==> config.mk <==
export PLATFORM = sky130hd
export DESIGN_NAME = sks_regs
export DESIGN_NICKNAME = d
export VERILOG_FILES = /design/src/rtl/core/sks_pkg.sv /design/src/rtl/core/sks_regs.sv
export SDC_FILE = /design/constraint.sdc
export NUM_CORES = 1
export LEC_CHECK = 0
export BUFFER_PORTS_ARGS = -buffer_cell sky130_fd_sc_hd__buf_2
export CAP_MARGIN = 20
export CORE_AREA = 2 2 54 56
export CTS_BUF_LIST = sky130_fd_sc_hd__clkbuf_16
export DETAILED_ROUTE_END_ITERATION = 6
export DIE_AREA = 0 0 56 58
export GPL_TIMING_DRIVEN = 0
export PLACE_DENSITY = 0.75
export SLEW_MARGIN = 20
export SYNTH_ARGS = -nofsm -noshare
export SYNTH_HDL_FRONTEND = slang
export SYNTH_SLANG_ARGS = --single-unit
==> constraint.sdc <==
create_clock -name clk -period 0.8 [get_ports clk]
set_input_delay 0.16 -clock clk [delete_from_list [all_inputs] [get_ports clk]]
set_output_delay 0.16 -clock clk [all_outputs]
set_load 0.01 [all_outputs]
==> src/rtl/core/sks_pkg.sv <==
// Package for the sorted table key search core.
// Holds the field widths, codes, controller state type and command and status structs.
// No dependencies.
`timescale 1ns / 1ps
`default_nettype none

package sks_pkg;

    localparam int TABLE_DEPTH_DEF = 1024;

    localparam int KEY_W      = 34;
    localparam int IDX_W      = 10;
    localparam int POS_W      = 10;
    localparam int CFG_CNT_W  = 11;
    localparam int CFG_DATA_W = 32;
    localparam int CFG_ADDR_W = 3;

    localparam logic FUNC_WRITE  = 1'b0;
    localparam logic FUNC_SEARCH = 1'b1;

    localparam logic MODE_SEQ = 1'b0;
    localparam logic MODE_BIN = 1'b1;

    localparam logic REG_ENTRY_COUNT = 1'b0;
    localparam logic REG_SEARCH_MODE = 1'b1;

    typedef enum logic {
        ST_IDLE,
        ST_PROBE
    } state_t;

    typedef struct packed {
        logic write;
        logic load;
        logic probe;
    } ctrl_cmd_t;

    typedef struct packed {
        logic count_zero;
        logic finish;
    } dp_status_t;

endpackage

`default_nettype wire

==> src/rtl/core/sks_regs.sv <==
// Configuration registers behind the APB-style port: entry count and search mode.
// Depends on sks_pkg.
`timescale 1ns / 1ps
`default_nettype none

module sks_regs
    import sks_pkg::*;
(
    input  wire logic                  clk,
    input  wire logic                  rst_n,
    input  wire logic                  psel,
    input  wire logic                  penable,
    input  wire logic                  pwrite,
    input  wire logic [CFG_ADDR_W-1:0] paddr,
    input  wire logic [CFG_DATA_W-1:0] pwdata,
    output logic      [CFG_DATA_W-1:0] prdata,
    output logic                       pready,
    output logic      [CFG_CNT_W-1:0]  entry_count,
    output logic                       search_mode
);

    logic                 wr_en;
    logic                 reg_sel;
    logic [CFG_CNT_W-1:0] entry_count_reg;
    logic [CFG_CNT_W-1:0] entry_count_next;
    logic                 search_mode_reg;
    logic                 search_mode_next;

    assign pready  = 1'b1;
    assign wr_en   = psel & penable & pwrite & pready;
    assign reg_sel = paddr[2];

    always_comb
    begin
        entry_count_next = entry_count_reg;
        search_mode_next = search_mode_reg;
        if (wr_en)
        begin
            unique case (reg_sel)
                REG_ENTRY_COUNT: entry_count_next = pwdata[CFG_CNT_W-1:0];
                REG_SEARCH_MODE: search_mode_next = pwdata[0];
                default:         entry_count_next = entry_count_reg;
            endcase
        end
    end

    always_comb
    begin
        unique case (reg_sel)
            REG_ENTRY_COUNT: prdata = CFG_DATA_W'(entry_count_reg);
            REG_SEARCH_MODE: prdata = CFG_DATA_W'(search_mode_reg);
            default:         prdata = '0;
        endcase
    end

    always_ff @(posedge clk or negedge rst_n)
    begin
        if (!rst_n)
        begin
            entry_count_reg <= '0;
            search_mode_reg <= MODE_SEQ;
        end
        else
        begin
            entry_count_reg <= entry_count_next;
            search_mode_reg <= search_mode_next;
        end
    end

    assign entry_count = entry_count_reg;
    assign search_mode = search_mode_reg;

endmodule

`default_nettype wire

==> results by group <==
Run status
  – Status: finished with violations
  – Violated checks: negative setup slack

Drt
  – Drt first pass iters: 2
  – Vias: 617
  – DRT Wirelength: around 1.7 mm
  – DR DRC count: 0
  – Vias/cell: 3.72
  – Drt wl/cell: 10.4 um
  – DRT antenna net count: 0
  – First DRT Iteration DRCs: 3

Layout
  – Fin cells: 166
  – Max reg flops: 11
  – Layout filler cell count: 229
  – Nets: 177
  – Post-route cell area: 1390 sq um
  – Proportion of layout cells with a drive suffix above 1: 0.696
  – Commonest non-fill, non-tap cell in the layout: buf_2
  – Layout area overhead: 82.3%
  – Commonest non-fill, non-tap cells in the layout: buf_2, buf_4, conb_1
  – Diodes inserted: 0

Logic synthesis
  – YS warnings: 0
  – FF+latch count, synth: 12
  – Seq/Total Area, Yosys: 0.393
  – Synthesized area per cell: 12.1 sq um
  – Netlist cell types: 10
  – Syn Inst Count: 63
  – Cell area after synthesis: 764 sq um

Clock network
  – Clock root buffer: clkbuf_16
  – CTS Buf Count: 3
  – Worst-path clk slew: ~0.040 ns
  – CTS tree: yes
  – Worst skew pair latency: 0.23 ns
  – Max clock buf depth: 2
  – Clock Sink Count: 12
  – H-tree Lvls: 1

Worst setup path
  – R2R depth: 2
  – CP required: 0.64 ns
  – Maximum fanout along the worst path: 2
  – Worst reg-to-reg setup slack: -0.10 ns
  – Worst endpoint data arrival time: 1.00 ns
  – Setup crit end kind: output port
  – FF-to-FF Start: entry_count[4]$_DFFE_PN0P_
  – CP Launch Type: register
  – CP Class: register to output port
  – RR Endpoint: entry_count[4]$_DFFE_PN0P_

Hold path
  – Source of the worst hold timing path: pwdata[7]
  – Class of the worst hold path: primary input to register
  – Worst hold path endpoint: entry_count[7]$_DFFE_PN0P_
  – Hold path cells: 2

GRT
  – Number of global-route vias before repair: 557
  – Antenna violations before repair: 0
  – Total gr overflow: 0
  – Largest net degree at the start of global routing: 13
  – First-pass GRT wire length: approximately 2.6 mm
  – Overall global routing resource usage: 0.104

Power
  – Leakage: 0.000812 uW
  – Sequential Power Share: 0.291
  – Pwr Density: around 2100 nW/um^2
  – Worst vdd ir: between 2 and 2.5 mV
  – Clock power share: 0.303
  – Combinational share of power: 0.406
  – Switch Pwr: 761 uW
  – Sw Ratio: 0.260
  – Internal Power: 2170 uW

Place
  – Final RePlAce weighted congestion: 0.677
  – IO buf count: 39
  – Post-Place Setup Slack: -0.290 ns
  – # placed instances: ~150
  – DP Area: 1080 sq um

STA
  – Worst Skew: 0 ns
  – Fin worst setup slack: -0.363 ns
  – Period utilization: 1.45
  – RSZ-0062 raised after global routing: true
  – Fin. Hold Viols: 0
  – Max frequency: roughly 860 MHz
  – Setup tns final: -5.51 ns
  – Minimum clock period: 1.16 ns
  – Fin. max-slew vios: 0
  – Final setup fails: 35

Die
  – Starting Density: 0.287
  – Site Rows: 19
  – Core Region: about 2700 sq um
  – I/O pin total: 85
  – Chip height: between 50 and 60 um
  – Total Die Area: 3250 sq um
  – Die X: 56 um

Flow run
  – Max Cap Viol: 0
## what timing repair did
item	4_1_cts	5_1_grt
gates resized for setup	8	28
gates cloned	1	0
buffers inserted	2	6
pin swaps	0	0
hold buffers	1	0
hold endpoints to repair	12	0
setup endpoints to repair	33	33
## worst max path at each step
stage | start | endpoint | slack [ns] | cells past startpoint
after floorplan | paddr[2] | entry_count[0]$_DFFE_PN0P_ | -0.09 | 3
after global placement | paddr[2] | entry_count[2]$_DFFE_PN0P_ | -0.27 | 4
after detailed placement | paddr[2] | prdata[3] | -0.29 | 4
after CTS | search_mode$_DFFE_PN0P_ | prdata[0] | -0.37 | 2
after global routing | entry_count[0]$_DFFE_PN0P_ | prdata[0] | -0.38 | 2
final | entry_count[0]$_DFFE_PN0P_ | prdata[0] | -0.36 | 2
## worst max-delay path: stages (launching register included)
cell,delay [ns]
dfrtp_1,0.37
mux2_4,0.28
buf_6,0.12
## through the flow
| stage | hold slack, ns | total power [uW] | util |
|---|---|---|---|
| global placement | 0.0429 | 1630 | 0.405 |
| floorplan | -0.136 | 1350 | - |
| finish | 0.151 | 2930 | 0.523 |
| global route | 0.151 | 3070 | 0.523 |
| CTS | 0.152 | 2630 | 0.464 |
| detailed placement | 0.0508 | 1650 | 0.405 |
## final cells by class
cell class	count	area [sq um]	share of cell area
clock buffers	3	75.1	0.0539
repair buffers	49	385	0.276
flip-flops and latches	12	300	0.215
plain buffers	24	190	0.136
multi-input cells	47	404	0.290
well taps	31	38.8	0.0278
## metal layers
metal / wire (um) / share of wire / GRT usage
met1: 599 / 0.35 / 0.113
met2: 926 / 0.54 / 0.193
met3: 184 / 0.11 / 0.0246
met4: 19 / 0.011 / 0.0408
met5: 0 / 0 / 0
## synthesized netlist by cell type
| library cell | count | area, sq um |
|---|---|---|
| buf_4 | 22 | 165 |
| buf_6 | 1 | 11.3 |
| dfrtp_1 | 12 | 300 |
| mux2_2 | 3 | 33.8 |
| mux2_4 | 10 | 150 |
| conb_1 | 2 | 7.51 |
| nand4b_4 | 1 | 23.8 |
| nand4_1 | 1 | 6.26 |
| clkbuf_1 | 1 | 3.75 |
| nor2b_1 | 10 | 62.6 |
## power by group through the flow
stage          registers [uW]  clock network [uW]  logic (uW)
6_report                  853                 887        1190
5_1_grt                   870                 928        1270
4_1_cts                   843                 890         897
3_5_place_dp              844                   0         804
3_3_place_gp              837                   0         796
2_1_floorplan             901                   0         449
## logic make-up after synthesis
family                 Yosys count  synth area share
buffers and inverters           24             0.236
flip-flops                      12             0.393
multiplexers                    13             0.241
other                            2           0.00982
AND/OR/NAND/NOR                 12             0.121
No activity file was read; power rests on OpenSTA's default activity.
